--- config.mk ---
export PLATFORM = sky130hd
export DESIGN_NAME = latest_value_slot_manager
export DESIGN_NICKNAME = d
export VERILOG_FILES = /design/src/rtl/core/lvsm_pkg.sv /design/src/rtl/core/latest_value_slot_manager.sv
export VERILOG_INCLUDE_DIRS = /design/src /design/src/rtl/core
export SDC_FILE = /design/constraint.sdc
export NUM_CORES = 1
export LEC_CHECK = 0
export BUFFER_PORTS_ARGS = -buffer_cell sky130_fd_sc_hd__buf_2
export CAP_MARGIN = 15
export CELL_PAD_IN_SITES_DETAIL_PLACEMENT = 1
export CELL_PAD_IN_SITES_GLOBAL_PLACEMENT = 2
export CORE_MARGIN = 5
export CORE_UTILIZATION = 25
export CTS_CLUSTER_DIAMETER = 150
export DETAILED_ROUTE_END_ITERATION = 10
export GPL_TIMING_DRIVEN = 1
export PLACE_DENSITY = 0.55
export SYNTH_ARGS = -nofsm -noshare
export SYNTH_HDL_FRONTEND = slang
export SYNTH_SLANG_ARGS = --single-unit
export TNS_END_PERCENT = 50
--- constraint.sdc ---
create_clock -name i_clk -period 7.5 [get_ports i_clk]
set_input_delay 1.875 -clock i_clk [delete_from_list [all_inputs] [get_ports i_clk]]
set_output_delay 1.875 -clock i_clk [all_outputs]
set_load 0.02 [all_outputs]
--- src/rtl/core/latest_value_slot_manager_assert.svh ---
// Assertion macros for the latest-value slot manager.
`ifndef LATEST_VALUE_SLOT_MANAGER_ASSERT_SVH
`define LATEST_VALUE_SLOT_MANAGER_ASSERT_SVH

// Antecedent implies consequent in the same cycle.
`define LVSM_ASSERT_NOW(label, ante, cons) \
    label: assert property (@(posedge i_clk) disable iff (!i_rst_n) (ante) |-> (cons)) \
        else $error("slot manager check failed");

// Antecedent implies consequent in the next cycle.
`define LVSM_ASSERT_NEXT(label, ante, cons) \
    label: assert property (@(posedge i_clk) disable iff (!i_rst_n) (ante) |=> (cons)) \
        else $error("slot manager check failed");

`endif

--- src/rtl/core/lvsm_pkg.sv ---
// Types and constants of the latest-value slot manager.
`timescale 1ns / 1ps
`default_nettype none

package lvsm_pkg;

    localparam int CNT_W      = 5;
    localparam int CFG_IDX_W  = 2;
    localparam int CFG_DATA_W = 32;
    localparam int STAMP_W    = 64;

    localparam logic [1:0] CMD_OLDEST  = 2'd0;
    localparam logic [1:0] CMD_NEWEST  = 2'd1;
    localparam logic [1:0] CMD_CLAIM   = 2'd2;
    localparam logic [1:0] CMD_PUBLISH = 2'd3;

    localparam logic [CFG_IDX_W-1:0] CFG_ACTIVE = 2'd0;
    localparam logic [CFG_IDX_W-1:0] CFG_EXPIRY = 2'd1;

    localparam logic [3:0]         ACTIVE_RESET = 4'd8;
    localparam logic [31:0]        EXPIRY_RESET = 32'd2000000;
    localparam logic [STAMP_W-1:0] MARK_WRITING = {STAMP_W{1'b1}};

    typedef enum logic [3:0] {
        ST_IDLE  = 4'b0001,
        ST_SCAN  = 4'b0010,
        ST_FIN   = 4'b0100,
        ST_CLAIM = 4'b1000
    } t_state;

endpackage

`default_nettype wire

--- src/rtl/core/latest_value_slot_manager.sv ---
// Latest-value slot manager: per-slot timestamps in a memory, scanned by pick commands.
//
//  Channel   Signals                                         Handshake
//  command   start, busy, i_cmd, i_slot, i_stamp, i_now      start && !busy
//  result    o_done, o_chosen_slot, o_success, o_chosen_stamp  o_done, one cycle
//  config    i_cfg_valid, o_cfg_ready, i_cfg_index, i_cfg_data valid && ready
//
// A publish, a claim of a slot out of range and a pick with no active slot answer in the
// cycle after acceptance; any other claim passes through ST_CLAIM first. Any other pick
// walks the active slots, their count capped at SLOTS, in ST_SCAN and then ends in ST_FIN,
// as the single memory read port delivers one stamp per cycle to the compare unit. Reset
// clears every slot through its valid bit at once, so no clearing pass is needed. Results
// cannot be stalled; busy is high while a claim or a pick is in progress.
`timescale 1ns / 1ps
`default_nettype none

module latest_value_slot_manager #(
    parameter int SLOTS = 8
) (
    input  wire logic                                i_clk,
    input  wire logic                                i_rst_n,
    input  wire logic                                start,
    output logic                                     busy,
    input  wire logic [1:0]                          i_cmd,
    input  wire logic [3:0]                          i_slot,
    input  wire logic [lvsm_pkg::STAMP_W-1:0]        i_stamp,
    input  wire logic [lvsm_pkg::STAMP_W-1:0]        i_now,
    output logic                                     o_done,
    output logic [3:0]                               o_chosen_slot,
    output logic                                     o_success,
    output logic [lvsm_pkg::STAMP_W-1:0]             o_chosen_stamp,
    input  wire logic                                i_cfg_valid,
    output logic                                     o_cfg_ready,
    input  wire logic [lvsm_pkg::CFG_IDX_W-1:0]      i_cfg_index,
    input  wire logic [lvsm_pkg::CFG_DATA_W-1:0]     i_cfg_data
);

    import lvsm_pkg::*;

    localparam int AW = (SLOTS > 1) ? $clog2(SLOTS) : 1;
    localparam logic [CNT_W-1:0] SLOTS_C = CNT_W'(SLOTS);

    logic [STAMP_W-1:0] r_mem [SLOTS];
    logic [SLOTS-1:0]   r_valid;

    t_state             r_state, n_state;
    logic [3:0]         r_active;
    logic [31:0]        r_expiry;
    logic [1:0]         r_cmd, n_cmd;
    logic [AW-1:0]      r_slot, n_slot;
    logic [STAMP_W-1:0] r_now, n_now;
    logic [AW-1:0]      r_cidx, n_cidx;
    logic [AW-1:0]      r_last, n_last;
    logic [STAMP_W-1:0] r_best, n_best;
    logic [3:0]         r_pick, n_pick;
    logic               r_found, n_found;
    logic [STAMP_W-1:0] r_rdata;
    logic               r_rvalid;
    logic               r_done, n_done;
    logic [3:0]         r_oslot, n_oslot;
    logic               r_ook, n_ook;
    logic [STAMP_W-1:0] r_ostamp, n_ostamp;

    logic [CNT_W-1:0]   live;
    logic               accept;
    logic               in_range;
    logic [STAMP_W-1:0] eff;
    logic [AW-1:0]      raddr;
    logic               w_en;
    logic [AW-1:0]      waddr;
    logic [STAMP_W-1:0] wdata;
    logic               fresh;

    assign busy           = (r_state != ST_IDLE);
    assign o_cfg_ready    = 1'b1;
    assign o_done         = r_done;
    assign o_chosen_slot  = r_oslot;
    assign o_success      = r_ook;
    assign o_chosen_stamp = r_ostamp;

    assign live     = ({1'b0, r_active} > SLOTS_C) ? SLOTS_C : {1'b0, r_active};
    assign accept   = start && !busy;
    assign in_range = ({1'b0, i_slot} < live);
    assign eff      = r_rvalid ? r_rdata : '0;
    assign fresh    = (r_expiry == 32'd0) || ((r_now - r_best) <= {32'd0, r_expiry});

    always_comb begin
        n_state  = r_state;
        n_cmd    = r_cmd;
        n_slot   = r_slot;
        n_now    = r_now;
        n_cidx   = r_cidx;
        n_last   = r_last;
        n_best   = r_best;
        n_pick   = r_pick;
        n_found  = r_found;
        n_done   = 1'b0;
        n_oslot  = r_oslot;
        n_ook    = r_ook;
        n_ostamp = r_ostamp;
        raddr    = i_slot[AW-1:0];
        w_en     = 1'b0;
        waddr    = i_slot[AW-1:0];
        wdata    = i_stamp;
        case (r_state)
            ST_IDLE: begin
                if (accept) begin
                    n_cmd  = i_cmd;
                    n_slot = i_slot[AW-1:0];
                    n_now  = i_now;
                    case (i_cmd)
                        CMD_OLDEST, CMD_NEWEST: begin
                            raddr = '0;
                            if (live == '0) begin
                                n_done   = 1'b1;
                                n_oslot  = 4'd0;
                                n_ook    = 1'b0;
                                n_ostamp = '0;
                            end else begin
                                n_state = ST_SCAN;
                                n_cidx  = '0;
                                n_last  = AW'(live - 1'b1);
                                n_best  = '0;
                                n_pick  = 4'd0;
                                n_found = 1'b0;
                            end
                        end
                        CMD_CLAIM: begin
                            if (in_range) begin
                                n_state = ST_CLAIM;
                            end else begin
                                n_done   = 1'b1;
                                n_oslot  = 4'd0;
                                n_ook    = 1'b0;
                                n_ostamp = '0;
                            end
                        end
                        default: begin
                            w_en     = in_range;
                            n_done   = 1'b1;
                            n_oslot  = 4'd0;
                            n_ook    = in_range;
                            n_ostamp = '0;
                        end
                    endcase
                end
            end
            ST_SCAN: begin
                raddr = AW'(r_cidx + 1'b1);
                if (r_cmd == CMD_OLDEST) begin
                    if ((r_cidx == '0) || (eff < r_best)) begin
                        n_best = eff;
                        n_pick = 4'(r_cidx);
                    end
                    n_found = 1'b1;
                end else if ((eff != '0) && (eff != MARK_WRITING) && (eff >= r_best)) begin
                    n_best  = eff;
                    n_pick  = 4'(r_cidx);
                    n_found = 1'b1;
                end
                if (r_cidx == r_last) begin
                    n_state = ST_FIN;
                end else begin
                    n_cidx = AW'(r_cidx + 1'b1);
                end
            end
            ST_FIN: begin
                n_state = ST_IDLE;
                n_done  = 1'b1;
                if (r_cmd == CMD_OLDEST) begin
                    n_oslot  = r_pick;
                    n_ook    = 1'b1;
                    n_ostamp = '0;
                end else if (r_found && fresh) begin
                    n_oslot  = r_pick;
                    n_ook    = 1'b1;
                    n_ostamp = r_best;
                end else begin
                    n_oslot  = 4'd0;
                    n_ook    = 1'b0;
                    n_ostamp = '0;
                end
            end
            ST_CLAIM: begin
                n_state  = ST_IDLE;
                n_done   = 1'b1;
                waddr    = r_slot;
                wdata    = MARK_WRITING;
                w_en     = (eff != MARK_WRITING);
                n_oslot  = 4'd0;
                n_ook    = (eff != MARK_WRITING);
                n_ostamp = '0;
            end
            default: begin
                n_state = ST_IDLE;
            end
        endcase
    end

    always_ff @(posedge i_clk) begin
        if (w_en) begin
            r_mem[waddr] <= wdata;
        end
        r_rdata  <= r_mem[raddr];
        r_rvalid <= r_valid[raddr];
    end

    always_ff @(posedge i_clk) begin
        if (!i_rst_n) begin
            r_valid <= '0;
        end else if (w_en) begin
            r_valid[waddr] <= 1'b1;
        end
    end

    always_ff @(posedge i_clk) begin
        if (!i_rst_n) begin
            r_state  <= ST_IDLE;
            r_done   <= 1'b0;
            r_active <= ACTIVE_RESET;
            r_expiry <= EXPIRY_RESET;
        end else begin
            r_state <= n_state;
            r_done  <= n_done;
            if (i_cfg_valid) begin
                case (i_cfg_index)
                    CFG_ACTIVE: r_active <= i_cfg_data[3:0];
                    CFG_EXPIRY: r_expiry <= i_cfg_data;
                    default: begin
                    end
                endcase
            end
        end
    end

    always_ff @(posedge i_clk) begin
        r_cmd    <= n_cmd;
        r_slot   <= n_slot;
        r_now    <= n_now;
        r_cidx   <= n_cidx;
        r_last   <= n_last;
        r_best   <= n_best;
        r_pick   <= n_pick;
        r_found  <= n_found;
        r_oslot  <= n_oslot;
        r_ook    <= n_ook;
        r_ostamp <= n_ostamp;
    end

`include "latest_value_slot_manager_assert.svh"

    `LVSM_ASSERT_NEXT(a_accept_progress, start && !busy, o_done || busy)
    `LVSM_ASSERT_NOW(a_fail_zero, o_done && !o_success, o_chosen_slot == 4'd0 && o_chosen_stamp == '0)
    `LVSM_ASSERT_NOW(a_scan_bound, r_state == ST_SCAN, r_cidx <= r_last)
    `LVSM_ASSERT_NOW(a_write_src, w_en, r_state == ST_CLAIM || (start && !busy))

endmodule

`default_nettype wire
==> results of run 1 <==
## cells in the final DEF (no fill, tap or decap), drive strengths merged, types with 19 or more instances in the layout
master  Yosys  layout
nand4      86      86
inv       126     130
nor3       30      30
o21a       20      20
dfxtp     114     114
or2        67      67
nor4       33      33
ha        165     165
nor2       90      90
o211ai     19      19
buf        46     295
a21boi     29      29
nand3     344     344
o21ai     139     139
xnor2      30      30
and2      198     198
clkbuf    142     143
a21o       49      49
a21oi     130     130
clkinv      0      29
edfxtp    723     723
nand2     753     753
## final timing paths
| kind | endpoint | slack, ns | cells past startpoint |
|---|---|---|---|
| setup / recovery | o_chosen_stamp[56]$_SDFFCE_PP0P_ | 0.96 | 26 |
| hold / removal | r_valid[7]$_SDFFE_PN0P_ | 0.47 | 1 |
| setup reg to reg | o_chosen_stamp[56]$_SDFFCE_PP0P_ | 0.96 | 26 |
| hold reg to reg | r_valid[7]$_SDFFE_PN0P_ | 0.47 | 1 |
## registers in the layout, summed over array words and instances (netlist names), 4 cells and up
register	flops
o_chosen_stamp	64
r_active	4
r_best	64
r_expiry	32
r_mem	512
r_now	64
r_rdata	64
r_state	4
r_valid	8
## stage by stage
stage,std cells,power (mW),hold slack (ns),util (%)
finish,5868,16.7,0.466,29.7
global route,5867,17.7,0.475,29.7
CTS,5867,17.0,0.468,29.7
detailed placement,5684,12.1,0.454,27.6
global placement,5684,12.1,0.448,27.6
floorplan,3533,9.62,0.441,-
## cell usage after synthesis (all sizes together) (4+ instances only)
cell type and count:
a31oi 11, edfxtp 723, nand3 344, nor3 30
and4 8, dfxtp 114, a21oi 130, xor2 17
nor4b 4, nor2 90, or2 67, o21ai 139
o21a 20, nand2 753, o21bai 9, nand4 86
and2 198, nor4 33, buf 46, or3 5
inv 126, o211ai 19, ha 165, and3 4
nand3b 6, xnor2 30, o31ai 5, clkbuf 142
mux2i 12, a21o 49, a211o 4, nor3b 9
a21boi 29, a211oi 12, nand2b 10, a221oi 5
a2111oi 5, nor2b 17, or4 11
## area by class of cell
type                       count  share of cell area [%]
clock inverter                40                   0.973
antenna                        1                 0.00545
sequential                   837                    52.2
timing repair buffer         295                    3.89
inverter                     126                    1.03
tap                         2044                    5.57
clock buffer                 143                    6.24
multi-input combinational   2382                    30.1
## cell families (layout without fill, tap and decap cells)
kind of cell | count (synthesis) | in the layout
xor+xnor | 47 | 47
buf+inv | 314 | 604
fa+ha+maj | 166 | 166
flops | 837 | 837
mux | 15 | 15
other cells | 2 | 3
compound gates | 472 | 472
simple gates | 1680 | 1680
## worst max-delay path: cells and delay by family (launching register included)
family | cells | cell delay [ns]
simple gates | 8 | 1.71
flops | 1 | 0.43
compound gates | 12 | 2.60
buf+inv | 2 | 0.43
xor+xnor | 1 | 0.18
fa+ha+maj | 3 | 0.91
## layer usage
metal	vias to the layer above	global-route usage (%)	part of all wire, %
met5	-	0	0.0093
met4	2	4.13	2.4
met3	186	2.21	3.0
met2	461	29.0	49
met1	13700	21.9	46
li1	13100	-	-
## power by group
group / switching [mW] / leakage, nW / total, mW / internal (mW)
Clock: 1.99 / 1.61 / 4.85 / 2.87
Sequential: 0.447 / 7.56 / 6.19 / 5.74
Combinational: 3.90 / 8.05 / 5.68 / 1.78
Total: 6.33 / 17.2 / 16.7 / 10.4
==> flow_summary.yaml, run 1 <==
clock_tree:
  tritoncts.num_buffers: 99
  postCtsSetupBuffers: 0
  clock_path_buffers: 3
  tritoncts: "yes"
  cts-root-buf: "sky130_fd_sc_hd__clkbuf_16"
  post_cts_hold_buffer_count: 0
  clkSinkCount: 837
  cts_h_tree_depth: 3
  clk_latency_ns: 0.71
  cts_resized: 0
  clk_pin_slew_worst_paths_ns: 0.06
cells_and_area:
  share_of_layout_cells_above_drive_strength_1_pct: 14.1
  n_fill_cell: 17000
  layout-area-overhead-vs-synth_pct: 18.0
  multiInputGateArea_mm2: 0.0138
  sequential_cell_area_mm2: 0.0240
  design_area_mm2: 0.0459
  num-nets-final: 4079
run_status:
  run_status: "finished clean"
worst_setup_path:
  worst-path-max-fanout: 64
  critical_path.most_common_cell: "sky130_fd_sc_hd__a21oi_1"
  arrival_ns: 7.08
  criticalPathCategory: "reg -> reg"
  required_ns: 8.04
  worstReg2RegStart: "r_best[0]$_SDFFCE_PN0P_"
  crit_path_end_kind: "flop"
  start_point_of_the_critical_path: "r_best[0]$_SDFFCE_PN0P_"
  cp-start-kind: "flop"
  crit_path_top_delay_cell: "sky130_fd_sc_hd__o41a_1"
  largest_stage_delay_on_the_critical_path_ns: 0.50
power:
  power.density_mw_per_mm2: 364
  vdd.ir_drop.worst_mv: 0.227
  power.static_leakage_nw: 17.2
logic_synthesis:
  ys_seq_area_share_pct: 61.6
  yosys_register_bits: 837
  synth-simple-area-share_pct: 20.6
  synth-edff-count: 723
  postSynthAreaPerCell_um2: 11.0
  synthesis.yosys.warnings: 0
  dominant_combinational_cell_family_by_area_after_synthesis: "simple AND/OR/NAND/NOR gates"
  synthesized_netlist_cell_count: 3533
  yosys.area_share.adder_pct: 5.36
  count_of_distinct_cell_types_in_the_synthesized_netlist: 80
  synth_xor_area_share_pct: 1.06
  netlist_top_cells_area: "sky130_fd_sc_hd__edfxtp_1 56%, sky130_fd_sc_hd__nand2_1 7.3%, sky130_fd_sc_hd__dfxtp_1 5.9%, sky130_fd_sc_hd__ha_1 5.3%, sky130_fd_sc_hd__nand3_1 4.4%"
  synth-async-reset-ratio_pct: 0
  prevailing_post_synth_register_cell: "sky130_fd_sc_hd__edfxtp_1"
  muxShareOfSynthArea_pct: 0.395
  postSynthNetCount: 3871
  syn_area_mm2: 0.0389
  fraction_of_the_mapped_netlist_area_in_compound_gates_pct: 7.69
  yosysTopAreaCell: "sky130_fd_sc_hd__edfxtp_1"
  netlist.area_leader.share_pct: 55.8
drt:
  num_vias: 27400
  ant_nets: 0
  vias_per_cell: 4.68
  detail_route.first_pass.iterations: 5
  wire_per_inst_um: 23.7
  drt-total-wl_um: 139000
  post-route-drc-count: 0
  detail_route.iter0.violations: 1429
sta:
  fmax_mhz: 153
  timing.max_slew.rel_slack_pct: 19.3
  final-max-slew-violation-count: 0
  min_period_ns: 6.54
  final_min_period_over_clock_period_pct: 87.2
  finClkSkew_ns: 0.0477
  tightest_slew_ns: 1.20
  finalSetupViolCount: 0
  timing_hold_violations_final: 0
  finalSetupTns_ns: 0
  post-route-worst-setup-slack_ns: 0.961
  unrepaired_setup_endpoints_after_global_routing: "false"
floorplan:
  floorplan.die.width_um: 405
  die_height_um: 405
  top_level_ports: 244
  floorplan.initialDensity_pct: 25.2
  dieArea_mm2: 0.164
  rows: 144
  core_area_mm2: 0.154
job:
  timing.max_cap.violations: 0
placed_design:
  pre_cts_slack_ns: 0.914
  postPlaceCellArea_mm2: 0.0426
  port-buffer-count: 241
  globalplace.congestion: 0.869
  post-dp-hpwl_um: 98200
grt:
  globalRoute.totalOverflow: 0
  wire_length_of_the_first_global_routing_pass_um: 202000
  grt_max_degree: 152
  globalRouteTotalUtil_pct: 16.6
  grt_antenna_before_repair: 14
  grt_pass1_vias: 28700
min_path:
  holdCritPathClass: "reg -> reg"
  holdCritStartpoint: "r_valid[7]$_SDFFE_PN0P_"
No activity file was read; power rests on OpenSTA's default activity.
==> run 2: changes to the inputs <==
- CORE_ASPECT_RATIO: unset -> 1.1
==> flow_summary.yaml, run 2 (synthesized netlist as in run 1, its figures left out) <==
clock_tree:
  cts_resized: 0
  post_cts_hold_buffer_count: 0
  tritoncts: "yes"
  clkSinkCount: 837
  clk_pin_slew_worst_paths_ns: 0.06
  clk_latency_ns: 0.70
  postCtsSetupBuffers: 0
  cts_h_tree_depth: 3
  clock_path_buffers: 3
  tritoncts.num_buffers: 96
  cts-root-buf: "sky130_fd_sc_hd__clkbuf_16"
floorplan:
  dieArea_mm2: 0.164
  core_area_mm2: 0.154
  die_height_um: 424
  rows: 151
  top_level_ports: 244
  floorplan.die.width_um: 386
  floorplan.initialDensity_pct: 25.2
grt:
  grt_antenna_before_repair: 9
  globalRoute.totalOverflow: 0
  globalRouteTotalUtil_pct: 16.8
  grt_pass1_vias: 28800
  wire_length_of_the_first_global_routing_pass_um: 203000
  grt_max_degree: 101
cells_and_area:
  share_of_layout_cells_above_drive_strength_1_pct: 13.6
  post_layout_nonfiller_instances: 5874
  layout-area-overhead-vs-synth_pct: 17.3
  n_fill_cell: 17200
  design_area_mm2: 0.0457
  final_common_cell: "sky130_fd_sc_hd__nand2_1"
  num-nets-final: 4064
  max_ffs_per_register: 512
  most_flops_register: "r_mem"
  final_cell_mix: "752 x sky130_fd_sc_hd__nand2_1, 723 x sky130_fd_sc_hd__edfxtp_1, 344 x sky130_fd_sc_hd__nand3_1, 242 x sky130_fd_sc_hd__buf_2, 198 x sky130_fd_sc_hd__and2_1"
placed_design:
  port-buffer-count: 241
  globalplace.congestion: 0.820
  place.detailed.instances: 5693
  postPlaceCellArea_mm2: 0.0426
  post-dp-hpwl_um: 98300
power:
  vdd.ir_drop.worst_mv: 0.176
  power.density_mw_per_mm2: 361
  power.static_leakage_nw: 17.1
sta:
  finClkSkew_ns: 0.0258
  tightest_slew_ns: 1.11
  final-max-slew-violation-count: 0
  finalSetupViolCount: 0
  unrepaired_setup_endpoints_after_global_routing: "false"
  min_period_ns: 6.76
  final_min_period_over_clock_period_pct: 90.2
  timing_hold_violations_final: 0
  fmax_mhz: 148
  finalSetupTns_ns: 0
  timing.max_slew.rel_slack_pct: 23.8
worst_setup_path:
  criticalPathCategory: "reg -> reg"
  cell_family_contributing_the_most_delay_on_the_critical_path: "compound AO/OA/AOI/OAI gates"
  cp_num_buf_inv: 1
  start_point_of_the_critical_path: "r_best[0]$_SDFFCE_PN0P_"
  worst-path-max-fanout: 65
  arrival_ns: 7.31
  worstReg2RegStart: "r_best[0]$_SDFFCE_PN0P_"
  largest_stage_delay_on_the_critical_path_ns: 0.52
  crit_path_end_kind: "flop"
  required_ns: 8.05
  cp-start-kind: "flop"
  crit_path_top_delay_cell: "sky130_fd_sc_hd__o41a_1"
drt:
  ant_nets: 0
  detail_route.first_pass.iterations: 7
  detail_route.iter0.violations: 1569
  drt-total-wl_um: 140000
  num_vias: 27300
  vias_per_cell: 4.65
  wire_per_inst_um: 23.9
  post-route-drc-count: 0
min_path:
  holdCritPathClass: "reg -> reg"
  holdCritStartpoint: "r_valid[6]$_SDFFE_PN0P_"
run_status:
  run_status: "finished clean"
job:
  timing.max_cap.violations: 0
[run 2: power breakdown]
| group | total [mW] | leakage, nW | switching (mW) | internal, mW |
|---|---|---|---|---|
| Combinational | 5.66 | 8.01 | 3.90 | 1.76 |
| Sequential | 6.22 | 7.56 | 0.474 | 5.74 |
| Clock | 4.60 | 1.49 | 1.96 | 2.64 |
[run 2: final cells by class]
| class | count | area [um2] | area share, % |
|---|---|---|---|
| Timing Repair Buffer | 283 | 1760 | 3.85 |
| Inverter | 126 | 474 | 1.04 |
| Sequential cell | 837 | 24000 | 52.5 |
| Clock inverter | 42 | 394 | 0.863 |
| Clock buffer | 137 | 2650 | 5.81 |
| Antenna cell | 2 | 5.00 | 0.0110 |
| Tap cell | 2065 | 2580 | 5.66 |
| Multi-Input combinational cell | 2382 | 13800 | 30.2 |
[run 2: final timing paths]
| kind | depth (start not counted) | endpoint | slack, ns |
|---|---|---|---|
| setup / recovery | 25 | o_chosen_stamp[33]$_SDFFCE_PP0P_ | 0.74 |
| hold / removal | 1 | r_valid[6]$_SDFFE_PN0P_ | 0.46 |
| setup reg to reg | 25 | o_chosen_stamp[33]$_SDFFCE_PP0P_ | 0.74 |
| hold reg to reg | 1 | r_valid[6]$_SDFFE_PN0P_ | 0.46 |
[run 2: through the flow]
step                setup WS (ns)  total power, mW  hold WS, ns  util [%]
floorplan                   0.389             9.62        0.441         -
global route                0.311             17.5        0.485      29.6
CTS                         0.663             16.7        0.470      29.6
finish                      0.737             16.5        0.465      29.6
detailed placement          0.686             12.1        0.455      27.6
global placement            0.864             12.1        0.448      27.6
[run 2: routing by layer]
metal,vias to the layer above,share of wire [%],track usage [%]
met5,-,0,0
met4,0,1.6,3.62
met1,13800,45,21.9
met2,414,50,29.9
li1,13000,-,-
met3,114,3.2,2.04
[run 2: worst reg2reg max path: cells and delay by family (launching register included)]
family | cells | cell delay [ns]
AOI/OAI and AO/OA | 9 | 2.52
DFF | 1 | 0.43
xor gates and xnor gates | 1 | 0.12
and+or+nand+nor | 11 | 2.27
buffers and inverters | 1 | 0.32
adders and majority gates | 3 | 0.96
==> run 3: changes to the inputs <==
- PLACE_DENSITY: 0.55 -> 0.53
- clock period: 7.5 -> 8.2 ns (I/O delays scaled with it)
==> flow_summary.yaml, run 3 (synthesized netlist as in run 1, its figures left out) <==
sta:
  final_min_period_over_clock_period_pct: 84.9
  finClkSkew_ns: 0.0560
  unrepaired_setup_endpoints_after_global_routing: "false"
  timing.max_slew.rel_slack_pct: 28.4
  finalSetupViolCount: 0
  tightest_slew_ns: 1.06
  final-max-slew-violation-count: 0
  post-route-worst-setup-slack_ns: 1.24
  fmax_mhz: 144
  min_period_ns: 6.96
  timing_hold_violations_final: 0
  finalSetupTns_ns: 0
  hold_ws_ns: 0.470
clock_tree:
  clock_path_buffers: 3
  clk_latency_ns: 0.72
  postCtsSetupBuffers: 0
  cts_h_tree_depth: 3
  cts-root-buf: "sky130_fd_sc_hd__clkbuf_16"
  cts_resized: 0
  post_cts_hold_buffer_count: 0
  clk_pin_slew_worst_paths_ns: 0.06
  tritoncts: "yes"
  tritoncts.num_buffers: 97
  clkSinkCount: 837
min_path:
  min_path_cells: 1
  hold-path-endpoint: "r_valid[6]$_SDFFE_PN0P_"
  holdCritPathClass: "reg -> reg"
  holdCritStartpoint: "r_valid[6]$_SDFFE_PN0P_"
worst_setup_path:
  crit_path_end_kind: "flop"
  criticalPathCategory: "reg -> reg"
  worstReg2RegStart: "r_best[0]$_SDFFCE_PN0P_"
  start_point_of_the_critical_path: "r_best[0]$_SDFFCE_PN0P_"
  timing.reg2reg.worst_path_depth: 25
  required_ns: 8.76
  cp-start-kind: "flop"
  arrival_ns: 7.52
  worst-path-max-fanout: 64
  timing.reg2reg.setup_slack_ns: 1.24
  rr_endpoint: "o_chosen_stamp[52]$_SDFFCE_PP0P_"
placed_design:
  globalplace.congestion: 0.822
  postPlaceCellArea_mm2: 0.0426
  port-buffer-count: 241
  pre_cts_slack_ns: 1.16
  post-dp-hpwl_um: 97300
cells_and_area:
  final_common_cell: "sky130_fd_sc_hd__nand2_1"
  num-nets-final: 4063
  design_area_mm2: 0.0458
  max_ffs_per_register: 512
  multiInputGateArea_mm2: 0.0138
  n_fill_cell: 17100
  share_of_layout_cells_above_drive_strength_1_pct: 13.7
  final_cell_mix: "752 x sky130_fd_sc_hd__nand2_1, 723 x sky130_fd_sc_hd__edfxtp_1, 344 x sky130_fd_sc_hd__nand3_1, 242 x sky130_fd_sc_hd__buf_2, 198 x sky130_fd_sc_hd__and2_1"
  sequential_cell_area_mm2: 0.0240
  most_flops_register: "r_mem"
  layout-area-overhead-vs-synth_pct: 17.8
drt:
  met2_routed_wl_um: 68500
  detail_route.first_pass.iterations: 5
  vias_per_cell: 4.63
  num_vias: 27200
  maxUsedRoutingLayer: "met5"
  post-route-drc-count: 0
  ant_nets: 0
  wl_met3_um: 4660
  detail_route.iter0.violations: 1343
  drt-total-wl_um: 141000
  routedLengthMet1_um: 63100
  wire_per_inst_um: 23.9
floorplan:
  floorplan.die.width_um: 386
  floorplan.initialDensity_pct: 25.2
  dieArea_mm2: 0.164
  die_height_um: 424
  top_level_ports: 244
  core_area_mm2: 0.154
  rows: 151
grt:
  grt_pass1_vias: 28400
  wire_length_of_the_first_global_routing_pass_um: 202000
  grt_antenna_before_repair: 20
  globalRoute.totalOverflow: 0
  globalRouteTotalUtil_pct: 16.8
  grt_max_degree: 142
power:
  power.density_mw_per_mm2: 333
  power.static_leakage_nw: 17.1
  vdd.ir_drop.worst_mv: 0.207
job:
  timing.max_cap.violations: 0
run_status:
  run_status: "finished clean"
run 3: cell count changes in the layout (fill, tap and decap cells not counted), sizes merged:
cell	previous run	this run
clkinv	32	40
clkbuf	137	131
bufinv	5	8
inv	129	126
buf	283	281
diode	2	4
run 3: layer usage:
metal,up-vias,track usage (%)
li1,13000,-
met1,13600,21.8
met2,443,29.0
met3,170,2.16
met4,2,5.40
met5,-,0
run 3: power breakdown:
group          switching, mW  total [mW]  internal [mW]
Sequential             0.405        5.66           5.25
Clock                   1.83        4.40           2.57
Combinational           3.58        5.20           1.62
run 3: worst max-delay path by stage:
stage	to	slack (ns)	depth (start not counted)
global placement	o_chosen_stamp[52]$_SDFFCE_PP0P_	1.26	25
finish	o_chosen_stamp[52]$_SDFFCE_PP0P_	1.24	25
global route	o_chosen_stamp[52]$_SDFFCE_PP0P_	0.73	25
CTS	o_chosen_stamp[52]$_SDFFCE_PP0P_	1.14	25
detailed placement	o_chosen_stamp[56]$_SDFFCE_PP0P_	1.16	25
floorplan	r_best[0]$_SDFFCE_PN0P_	0.03	15
run 3: stage by stage:
stage          std cells  util [%]  power (mW)
4_1_cts             5872      29.7        15.5
3_5_place_dp        5691      27.6        11.1
6_report            5876      29.7        15.3
3_3_place_gp        5690      27.6        11.1
5_1_grt             5872      29.7        16.2
2_1_floorplan       3533         -        8.81
run 3: cell type report:
type / instances / area share [%]
multi-input cells: 2382 / 30.1
clock inverters: 50 / 1.24
well taps: 2065 / 5.64
inverters: 126 / 1.03
flip-flops and latches: 837 / 52.3
clock buffers: 131 / 5.86
diodes: 4 / 0.0218
repair buffers: 281 / 3.77
run 3: critical path, cell delays in order, from the launching register on:
cell                        delay, ns
sky130_fd_sc_hd__edfxtp_1        0.45
sky130_fd_sc_hd__ha_1            0.25
sky130_fd_sc_hd__fa_1            0.40
sky130_fd_sc_hd__nand2b_1        0.18
sky130_fd_sc_hd__a21oi_1         0.23
sky130_fd_sc_hd__o21bai_1        0.14
sky130_fd_sc_hd__a21oi_1         0.46
sky130_fd_sc_hd__o21ai_0         0.15
sky130_fd_sc_hd__nand2b_1        0.14
sky130_fd_sc_hd__a21oi_1         0.12
sky130_fd_sc_hd__o31ai_1         0.31
sky130_fd_sc_hd__xor2_1          0.21
sky130_fd_sc_hd__ha_1            0.25
sky130_fd_sc_hd__nand4_1         0.14
sky130_fd_sc_hd__or4_1           0.17
sky130_fd_sc_hd__a21o_1          0.09
sky130_fd_sc_hd__a31oi_1         0.09
sky130_fd_sc_hd__a221o_1         0.31
sky130_fd_sc_hd__a31o_1          0.19
sky130_fd_sc_hd__a2111oi_0       0.31
sky130_fd_sc_hd__nand4b_1        0.14
sky130_fd_sc_hd__or4_1           0.51
sky130_fd_sc_hd__o41a_1          0.51
sky130_fd_sc_hd__nor4_4          0.20
sky130_fd_sc_hd__buf_4           0.58
sky130_fd_sc_hd__and2_1          0.23
